### config.mk
export PLATFORM = sky130hd
export DESIGN_NAME = min_max_contrast_stretch_unit
export DESIGN_NICKNAME = d
export VERILOG_FILES = /design/src/hw/rtl/mmcs_pkg.sv /design/src/hw/rtl/mmcs_div.sv /design/src/hw/rtl/min_max_contrast_stretch_unit.sv
export SDC_FILE = /design/constraint.sdc
export NUM_CORES = 1
export LEC_CHECK = 0
export BUFFER_PORTS_ARGS = -buffer_cell sky130_fd_sc_hd__buf_2
export CAP_MARGIN = 25
export CORE_ASPECT_RATIO = 0.5
export CORE_UTILIZATION = 50
export CTS_CLUSTER_SIZE = 14
export DETAILED_ROUTE_END_ITERATION = 12
export MAX_ROUTING_LAYER = met4
export PLACE_DENSITY = 0.67
export SYNTH_ARGS = -nofsm -noshare
export SYNTH_HDL_FRONTEND = slang
export SYNTH_SLANG_ARGS = --single-unit
### constraint.sdc
create_clock -name clk -period 5.7 [get_ports clk]
set_clock_uncertainty 0.1 [all_clocks]
set_input_delay 0 -clock clk [delete_from_list [all_inputs] [get_ports clk]]
set_output_delay 0 -clock clk [all_outputs]
set_load 0.01 [all_outputs]
### src/hw/rtl/mmcs_pkg.sv
// Shared types and codes for the min/max contrast stretch block.
// Used by the divider and the top level; depends on nothing else.
package mmcs_pkg;

  // Item kinds carried in in_tuser[0].
  localparam logic CMD_MEASURE = 1'b0;
  localparam logic CMD_MAP     = 1'b1;

  // Status that the divider reports to the sequencer.
  typedef struct packed {
    logic busy;
    logic done;
  } mmcs_div_stat_t;

endpackage

### src/hw/rtl/mmcs_div.sv
// Iterative restoring divider that computes 2^PIXEL_BITS / divisor, one quotient bit per cycle.
// Depends on mmcs_pkg for the status struct.
module mmcs_div #(
  parameter int PIXEL_BITS = 8
) (
  input  logic                       clk,
  input  logic                       rst_n,
  input  logic                       start,
  input  logic [PIXEL_BITS-1:0]      divisor,
  output mmcs_pkg::mmcs_div_stat_t   stat,
  output logic [PIXEL_BITS:0]        quotient
);
  import mmcs_pkg::*;

  localparam int CNT_W = $clog2(PIXEL_BITS + 1);

  logic                  busy_r, busy_nxt;
  logic                  done_r, done_nxt;
  logic [CNT_W-1:0]      cnt_r, cnt_nxt;
  logic [PIXEL_BITS-1:0] rem_r, rem_nxt;
  logic [PIXEL_BITS:0]   dvd_r, dvd_nxt;
  logic [PIXEL_BITS:0]   quo_r, quo_nxt;
  logic [PIXEL_BITS:0]   trial;
  logic [PIXEL_BITS:0]   diff;
  logic                  fits;

  // One restoring step: bring down the next dividend bit and try to subtract.
  assign trial = {rem_r, dvd_r[PIXEL_BITS]};
  assign fits  = trial >= {1'b0, divisor};
  assign diff  = trial - {1'b0, divisor};

  always_comb begin
    busy_nxt = busy_r;
    done_nxt = 1'b0;
    cnt_nxt  = cnt_r;
    rem_nxt  = rem_r;
    dvd_nxt  = dvd_r;
    quo_nxt  = quo_r;
    if (start) begin
      // The dividend is a one followed by PIXEL_BITS zeros.
      busy_nxt = 1'b1;
      cnt_nxt  = CNT_W'(PIXEL_BITS);
      rem_nxt  = '0;
      dvd_nxt  = {1'b1, {PIXEL_BITS{1'b0}}};
      quo_nxt  = '0;
    end else if (busy_r) begin
      rem_nxt = fits ? diff[PIXEL_BITS-1:0] : trial[PIXEL_BITS-1:0];
      dvd_nxt = {dvd_r[PIXEL_BITS-1:0], 1'b0};
      quo_nxt = {quo_r[PIXEL_BITS-1:0], fits};
      cnt_nxt = cnt_r - CNT_W'(1);
      if (cnt_r == '0) begin
        busy_nxt = 1'b0;
        done_nxt = 1'b1;
      end
    end
  end

  // Control flops reset; the datapath is loaded on start.
  always_ff @(posedge clk) begin
    if (!rst_n) begin
      busy_r <= 1'b0;
      done_r <= 1'b0;
      cnt_r  <= '0;
    end else begin
      busy_r <= busy_nxt;
      done_r <= done_nxt;
      cnt_r  <= cnt_nxt;
    end
  end

  always_ff @(posedge clk) begin
    rem_r <= rem_nxt;
    dvd_r <= dvd_nxt;
    quo_r <= quo_nxt;
  end

  assign stat.busy = busy_r;
  assign stat.done = done_r;
  assign quotient  = quo_r;

`ifndef SYNTHESIS
  a_done_ends_busy: assert property (@(posedge clk) disable iff (!rst_n)
    done_r |-> !busy_r)
    else $error("divider signalled done while still busy");
  a_start_sets_busy: assert property (@(posedge clk) disable iff (!rst_n)
    start |=> busy_r && !done_r)
    else $error("divider did not start after a start request");
  a_quotient_nonzero: assert property (@(posedge clk) disable iff (!rst_n)
    (done_r && $past(divisor) != '0) |-> quo_r != '0)
    else $error("divider produced a zero scale for a nonzero range");
`endif

endmodule

### src/hw/rtl/min_max_contrast_stretch_unit.sv
// Min/max contrast stretch: measure items track the running minimum and maximum, map items are
// scaled by 2^PIXEL_BITS / (max - min), worked out by the iterative divider and latched.
// Measure item: in_tready stays high. Map item: product registered in ST_MUL, result registered
// in ST_OUT once the result register is free, then back to ST_IDLE; in_tready is low meanwhile.
// The first map item after a measurement waits in ST_DIV for the divider if the range is positive.
// Reset (synchronous, rst_n low): minimum all ones, maximum zero, scale cleared, no result pending.
module min_max_contrast_stretch_unit #(
  parameter int  PIXEL_BITS = 8,
  localparam int TDATA_W    = ((PIXEL_BITS + 7) / 8) * 8
) (
  input  logic               clk,
  input  logic               rst_n,
  input  logic               in_tvalid,
  output logic               in_tready,
  input  logic [TDATA_W-1:0] in_tdata,   // pixel
  input  logic [1:0]         in_tuser,   // cmd, frame_start
  output logic               out_tvalid,
  input  logic               out_tready,
  output logic [TDATA_W-1:0] out_tdata,  // pixel_out
  output logic               out_tuser   // range_error
);
  import mmcs_pkg::*;

  localparam int PROD_W = 2 * PIXEL_BITS + 1;

  localparam logic [1:0] ST_IDLE = 2'd0;
  localparam logic [1:0] ST_DIV  = 2'd1;
  localparam logic [1:0] ST_MUL  = 2'd2;
  localparam logic [1:0] ST_OUT  = 2'd3;

  logic [1:0]            state_r, state_nxt;
  logic [PIXEL_BITS-1:0] low_r, low_nxt;
  logic [PIXEL_BITS-1:0] high_r, high_nxt;
  logic [PIXEL_BITS:0]   scale_r, scale_nxt;
  logic                  scale_valid_r, scale_valid_nxt;
  logic [PIXEL_BITS-1:0] pix_r, pix_nxt;
  logic [PROD_W-1:0]     prod_r, prod_nxt;
  logic                  below_r, below_nxt;
  logic                  out_tvalid_r, out_tvalid_nxt;
  logic [PIXEL_BITS-1:0] out_pix_r, out_pix_nxt;
  logic                  out_err_r, out_err_nxt;

  logic                  in_acc;
  logic                  in_cmd;
  logic                  in_start;
  logic [PIXEL_BITS-1:0] in_pix;
  logic                  div_start;
  mmcs_div_stat_t        div_stat;
  logic [PIXEL_BITS:0]   div_quo;
  logic [PIXEL_BITS-1:0] diff;
  logic                  sat;
  logic [PIXEL_BITS-1:0] mapped;

  assign in_acc   = in_tvalid && in_tready;
  assign in_cmd   = in_tuser[0];
  assign in_start = in_tuser[1];
  assign in_pix   = in_tdata[PIXEL_BITS-1:0];

  // The scale is only divided out when the range is positive.
  assign div_start = in_acc && (in_cmd == CMD_MAP) && !scale_valid_r && (high_r > low_r);

  mmcs_div #(
    .PIXEL_BITS(PIXEL_BITS)
  ) u_div (
    .clk      (clk),
    .rst_n    (rst_n),
    .start    (div_start),
    .divisor  (high_r - low_r),
    .stat     (div_stat),
    .quotient (div_quo)
  );

  // Product terms and saturation.
  assign diff   = pix_r - low_r;
  assign sat    = |prod_r[PROD_W-1:PIXEL_BITS];
  assign mapped = below_r ? '0 : (sat ? {PIXEL_BITS{1'b1}} : prod_r[PIXEL_BITS-1:0]);

  // Sequencer: measure, divide, multiply, deliver.
  always_comb begin
    state_nxt       = state_r;
    low_nxt         = low_r;
    high_nxt        = high_r;
    scale_nxt       = scale_r;
    scale_valid_nxt = scale_valid_r;
    pix_nxt         = pix_r;
    prod_nxt        = prod_r;
    below_nxt       = below_r;
    out_tvalid_nxt  = out_tvalid_r && !out_tready;
    out_pix_nxt     = out_pix_r;
    out_err_nxt     = out_err_r;
    case (state_r)
      ST_IDLE: begin
        if (in_acc) begin
          if (in_cmd == CMD_MEASURE) begin
            if (in_start) begin
              low_nxt  = in_pix;
              high_nxt = in_pix;
            end else begin
              if (in_pix < low_r) low_nxt = in_pix;
              if (in_pix > high_r) high_nxt = in_pix;
            end
            scale_valid_nxt = 1'b0;
          end else begin
            pix_nxt = in_pix;
            if (scale_valid_r) begin
              state_nxt = ST_MUL;
            end else if (high_r > low_r) begin
              state_nxt = ST_DIV;
            end else begin
              // Flat or unmeasured image: no scale exists.
              scale_nxt       = '0;
              scale_valid_nxt = 1'b1;
              state_nxt       = ST_MUL;
            end
          end
        end
      end
      ST_DIV: begin
        if (div_stat.done) begin
          scale_nxt       = div_quo;
          scale_valid_nxt = 1'b1;
          state_nxt       = ST_MUL;
        end
      end
      ST_MUL: begin
        below_nxt = pix_r < low_r;
        prod_nxt  = PROD_W'(diff) * PROD_W'(scale_r);
        state_nxt = ST_OUT;
      end
      ST_OUT: begin
        if (!out_tvalid_r || out_tready) begin
          out_tvalid_nxt = 1'b1;
          out_err_nxt    = (scale_r == '0);
          out_pix_nxt    = (scale_r == '0) ? '0 : mapped;
          state_nxt      = ST_IDLE;
        end
      end
      default: begin
        state_nxt = ST_IDLE;
      end
    endcase
  end

  always_ff @(posedge clk) begin
    if (!rst_n) begin
      state_r       <= ST_IDLE;
      low_r         <= {PIXEL_BITS{1'b1}};
      high_r        <= '0;
      scale_r       <= '0;
      scale_valid_r <= 1'b0;
      out_tvalid_r  <= 1'b0;
    end else begin
      state_r       <= state_nxt;
      low_r         <= low_nxt;
      high_r        <= high_nxt;
      scale_r       <= scale_nxt;
      scale_valid_r <= scale_valid_nxt;
      out_tvalid_r  <= out_tvalid_nxt;
    end
  end

  always_ff @(posedge clk) begin
    pix_r     <= pix_nxt;
    prod_r    <= prod_nxt;
    below_r   <= below_nxt;
    out_pix_r <= out_pix_nxt;
    out_err_r <= out_err_nxt;
  end

  assign in_tready  = (state_r == ST_IDLE);
  assign out_tvalid = out_tvalid_r;
  assign out_tdata  = TDATA_W'(out_pix_r);
  assign out_tuser  = out_err_r;

`ifndef SYNTHESIS
  a_measure_clears_scale: assert property (@(posedge clk) disable iff (!rst_n)
    (in_acc && in_cmd == CMD_MEASURE) |=> !scale_valid_r)
    else $error("scale still valid after a measured item");
  a_frame_start_loads: assert property (@(posedge clk) disable iff (!rst_n)
    (in_acc && in_cmd == CMD_MEASURE && in_start) |=> low_r == high_r)
    else $error("frame start did not load minimum and maximum");
  a_div_no_scale: assert property (@(posedge clk) disable iff (!rst_n)
    (state_r == ST_DIV) |-> !scale_valid_r && div_stat.busy || div_stat.done)
    else $error("dividing while a scale is latched or the divider is idle");
  a_mul_has_scale: assert property (@(posedge clk) disable iff (!rst_n)
    (state_r == ST_MUL || state_r == ST_OUT) |-> scale_valid_r)
    else $error("mapping without a latched scale");
  a_error_output_zero: assert property (@(posedge clk) disable iff (!rst_n)
    (out_tvalid_r && out_err_r) |-> out_pix_r == '0)
    else $error("range error result carries a nonzero pixel");
`endif

endmodule

After elaboration in Yosys (flattened, before gate mapping)
Cells that the tools add are included.
{"block": "totals", "out_inout_bits": 11, "inputBits": 14, "word_cells": 100, "ff_bits": 88}
{"block": "op_classes", "n_eq_ne": 9, "addsub": 4, "bitwise": 3, "multipliers": 1, "magnitude_cmp": 5, "reduce_logical": 27, "n_mux": 33}
{"cell": "8-bit two-way mux", "count": 6}
{"cell": "9-bit two-way mux", "count": 5}
{"cell": "8-bit subtractor", "count": 3}
{"cell": "9-bit one-hot mux with 2 select lines", "count": 1}
{"cell": "8-bit by 9-bit multiplier with 17-bit output", "count": 1}
{"cell": "8-bit > comparator", "count": 2}
{"cell": "8-bit less-than comparator", "count": 2}
{"cell": "2-bit two-way mux", "count": 6}
{"cell": "4-bit AND reduction", "count": 3}
{"cell": "1-bit two-way mux", "count": 11}
{"cell": "9-bit by 8-bit >= comparator with 1-bit output", "count": 1}
{"cell": "9-bit zero test", "count": 1}
{"cell": "9-bit OR reduction", "count": 1}
{"cell": "4-bit two-way mux", "count": 2}
{"cell": "2-bit one-hot mux with 4 select lines", "count": 1}
{"cell": "2-bit nonzero test", "count": 4}
{"cell": "2-bit by 1-bit != test with 1-bit output (second input constant)", "count": 3}
{"cell": "2-bit != test (second input constant)", "count": 3}
{"cell": "3-bit AND reduction", "count": 2}
{"cell": "6-bit AND reduction", "count": 1}
{"cell": "1-bit logical AND", "count": 5}
{"cell": "2-bit == test (second input constant)", "count": 2}
{"cell": "4-bit zero test", "count": 1}
{"cell": "2-bit OR reduction", "count": 2}
{"cell": "other kinds (9)", "count": 13}

Longest topological paths before layout
{"block": "depth", "depth_word": 6, "mapped_depth": 25, "ltp_nobuf": 25}

Modules after synthesis
A second synthesis with hierarchy kept.
{"block": "hier_totals", "cells_unflattened": 771, "area_unflattened_um2": 7198.2}
{"mod": "min_max_contrast_stretch_unit", "cells_per_inst": 605, "area_per_inst_um2": 5749.3, "instances": 1, "seq_area_each_um2": 1631.6}
{"mod": "mmcs_div", "cells_per_inst": 166, "area_per_inst_um2": 1448.9, "instances": 1, "seq_area_each_um2": 480.5}

Worst setup path after synthesis
Ideal clock, no wire load.
{"block": "synth_timing", "path_kind": "register -> register", "start": "register low_r[1]", "end": "register prod_r[14], data pin", "path_stages_with_launch": 24, "t_required_ps": 5338, "setup_time_ps": 262, "arrival_ps": 5801, "path_buffers": 1, "synth_period_minus_slack_ps": 6164, "path_slack_ps": -464, "path_cell_list": "dfxtp_1 inv_1 ha_1 nor2b_1 o21ai_0 a21oi_1 a211oi_1 or3_1 buf_2 mux2_2 fa_1 fa_1 inv_1 fa_1 inv_1 fa_1 inv_1 ha_1 and3_1 a2111oi_2 o21ai_0 a21oi_1 a21oi_1 xor2_1"}
{"block": "synth_between", "elab_chain_len": 2}
{"element": "from (decl)", "line_no": "min_max_contrast_stretch_unit.sv:32", "rtl": "logic [PIXEL_BITS-1:0] low_r, low_nxt;"}
{"element": "from (signal assigned)", "line_no": "min_max_contrast_stretch_unit.sv:147", "rtl": "low_r <= {PIXEL_BITS{1'b1}};"}
{"element": "from (signal assigned)", "line_no": "min_max_contrast_stretch_unit.sv:154", "rtl": "low_r <= low_nxt;"}
{"element": "8-bit subtractor", "line_no": "min_max_contrast_stretch_unit.sv:74", "rtl": "assign diff = pix_r - low_r;"}
{"element": "8-bit by 9-bit multiplier with 17-bit output", "line_no": "min_max_contrast_stretch_unit.sv:127", "rtl": "prod_nxt = PROD_W'(diff) * PROD_W'(scale_r);"}
{"element": "to (signal assigned)", "line_no": "min_max_contrast_stretch_unit.sv:164", "rtl": "prod_r <= prod_nxt;"}
{"element": "to (decl)", "line_no": "min_max_contrast_stretch_unit.sv:37", "rtl": "logic [PROD_W-1:0] prod_r, prod_nxt;"}
No other way between the ends.
A chain may end at the register's enable or synchronous reset.

Worst setup path after layout
{"block": "layout_timing", "start": "register pix_r[0]", "end": "register prod_r[13], data pin"}
{"block": "layout_between", "elab_chain_len": 2}
{"element": "from (decl)", "line_no": "min_max_contrast_stretch_unit.sv:36", "rtl": "logic [PIXEL_BITS-1:0] pix_r, pix_nxt;"}
{"element": "from (signal assigned)", "line_no": "min_max_contrast_stretch_unit.sv:163", "rtl": "pix_r <= pix_nxt;"}
{"element": "8-bit subtractor", "line_no": "min_max_contrast_stretch_unit.sv:74"}
{"element": "8-bit by 9-bit multiplier with 17-bit output", "line_no": "min_max_contrast_stretch_unit.sv:127"}
No other way between the ends.

==> reports/qor.txt <==
Final non-filler cell total: 1017
Hold/Removal Path Class: primary input to flop
P_leak: 3.82 nW
Worst Tran Pin Value: 0.920 ns
Reg2reg setup slack: 0.07 ns
WP data required: 5.70 ns
Seq/Total Area, Yosys: 28.9%
Die Width: 173 um
Initial Utilization: 52.5%
CP cell instances: inv_2 -> ha_4 -> inv_2 -> fa_2 -> a21o_1 -> a21oi_2 -> buf_4 -> buf_4 -> xnor2_2 -> buf_4 -> and2_1 -> fa_1 -> fa_1 -> fa_1 -> inv_1 -> fa_1 -> inv_1 -> ha_4 -> o21a_1 -> o31ai_2 -> a21oi_2 -> nor4b_1 -> a311o_1
Clock latency on the worst-skew pair: 0.35 ns
Bufs on Longest Clock Path: 2
Fraction of registers with async set/reset: 0%
Area growth, synth to finish: 14.8%
Final Cycle Share: 98.7%
Crit. End Element: flop
Crit-path slowest cell: fa_1
DRT Wirelength: 15000 um
Tot Pwr: 2.75 mW
Power share of the clock group: 22.3%
Most common cell after layout, fill and taps aside: inv_1
Total track usage: 21.3%
Number of vias per cell: 5.21
Core area: 13900 um2
RSZ-0062 raised after global routing: true
Fmax: 0.178 GHz
Slew HR: 38.5%
Die Area: 15100 um2
Largest net degree at the start of global routing: 51
Crit path launch type: flop
Overflow after GRT: 0
Ratio of cells with drive above 1 in the final layout: 14.1%
H-tree level count: 3
Remaining antenna violation count: 0
Mapped cell area: 7300 um2
Clock tree sinks: 88
Most used cell, CP: fa_1
Max cap viols: 0
Final hold vios: 0
CTS tree: yes
Cts bufs inserted: 9
Crit Path Max Fanout: 5
Cell count after synthesis: 768
DRC: 0
GP Congestion: 0.880
Via count: 5298
Setup CP Type: flop to flop
Cells after DPL: 983
Register area: 2110 um2
CTS root buffer: clkbuf_16
Crit path largest cell delay: 0.56 ns
Power Density: 328 nW/um2
Diodes inserted: 0
Cell taking the most area after synthesis: dfxtp_1
Multi-input gate area: 4890 um2
Cell family with most CP delay: adder cells
Final Util: 60.3%
Core Rows: 30
Number of enable flip-flop cells after synthesis: 35
Final Net Count: 961
1st-iter DRT viols: 287
Sw Pwr: 1.06 mW
Yosys top cell area share: 14.5%
Final setup viols: 0
Minimum clock period: 5.63 ns
Sw Ratio: 38.5%
Placement Cell Area: 7790 um2
Setup TNS: 0 ns
Most frequent cells in the layout: inv_1 (92), ha_1 (77), nand2_1 (61)
Int Power: 1.69 mW
Final Max Slew Viols: 0
First-pass GRT wire length: 24700 um
Post-route cell area: 8370 um2
I/O Pins: 25
Post-Syn Area per Cell: 9.50 um2
Sequential share of power: 32.5%
Syn nets: 909
Die height: 87.4 um
Status: finished, final reports clean
Number of synthesized register bits: 88
CTS clk-pin slew, worst paths: 0.08 ns
Vias in the first global route: 5016
Fillers: 1214
DP HPWL: 11300 um
Dominant synthesized flop cell: dfxtp_1
Peak VDD IR: 0.000159 V
Worst Path Arrival: 5.62 ns
Largest cells by area after synthesis: dfxtp_1 (15%), edfxtp_1 (14%), ha_1 (14%)
Synth warn: 0
Crit path buf inv count: 7
Initial antenna violation count: 0
TritonRoute pass-1 iters: 4
Gate power share: 45.3%
Yosys cell types: 56
WL/cell: 14.7 um
Port bufs: 24
[Yosys cell counts (12+ instances only)]
| cell | instances |
|---|---|
| dfxtp_1 | 53 |
| xnor2_1 | 18 |
| clkbuf_1 | 21 |
| nor2_1 | 40 |
| ha_1 | 82 |
| o21ai_0 | 14 |
| nor2b_1 | 43 |
| edfxtp_1 | 35 |
| nand2b_1 | 14 |
| mux2i_1 | 45 |
| a211oi_1 | 12 |
| o21a_1 | 14 |
| and2_1 | 36 |
| nand3_1 | 18 |
| nand2_1 | 61 |
| inv_1 | 98 |
| a21oi_1 | 30 |
| fa_1 | 45 |
[cell families after synthesis]
logic type	count (synthesis)	synth area share [%]
and+or+nand+nor	242	17.3
adders and majority gates	127	26.4
buffers and inverters	122	6.33
AOI/OAI and AO/OA	111	10.8
DFF	88	28.9
muxes	49	6.79
xor gates and xnor gates	29	3.48
[tightest hold or removal path: cells and delay by family]
kind            cells  cell delay (ns)
simple gates        1             0.05
mux                 1             0.17
buf+inv             1             0.14
compound gates      1             0.18
[power groups by stage]
stage	sequential [mW]	clock, mW	combinational, mW
after floorplan	0.864	0	0.900
after global placement	0.901	0	1.15
after detailed placement	0.906	0	1.17
after CTS	0.893	0.620	1.20
after global routing	0.908	0.647	1.40
final	0.893	0.612	1.24
[per-layer routing]
layer	vias to the layer above	routed length [um]	track usage [%]
li1	2680	-	-
met1	2546	7400	26.4
met2	54	7020	36.4
met3	18	339	3.36
met4	0	205	6.19
met5	-	0	-
[repair_timing]
item / in CTS / in global routing
endpoints found under the hold margin: 27 / 0
hold buffers: 11 / 0
buffers inserted: 3 / 4
pin swaps: 19 / 22
gates resized for setup: 11 / 15
setup endpoints to repair: 5 / 8
[worst paths after layout]
kind                 to  cells after the start               from
max reg2reg  prod_r[13]                     23           pix_r[0]
max          prod_r[13]                     23           pix_r[0]
min           high_r[1]                      4        in_tuser[1]
min reg2reg  scale_r[8]                      2  u_div.quotient[8]
[sequential cells by signal, indices dropped and copies added (netlist names), 2 cells and up]
name	cells
prod_r	17
state_r	2
high_r	8
low_r	8
u_div.rem_r	8
u_div.quotient	9
pix_r	8
out_tdata	8
scale_r	9
u_div.cnt_r	4
[per-stage QoR]
stage | worst slack, ns | hold WS, ns
2_1_floorplan | 0.0156 | -0.00113
3_3_place_gp | 0.00635 | 0.129
3_5_place_dp | -0.107 | 0.129
4_1_cts | 0.00166 | 0.142
5_1_grt | -0.178 | 0.160
6_report | 0.0739 | 0.142
[final cells by class]
class                   count  area share (%)
clock inverters             6           0.642
flip-flops and latches     88            25.2
clock buffers              10            2.99
inverters                  98            4.39
repair buffers             65            5.48
multi-input cells         558            58.4
well taps                 192            2.87
Note: power is estimated with default switching activity, not from simulation.
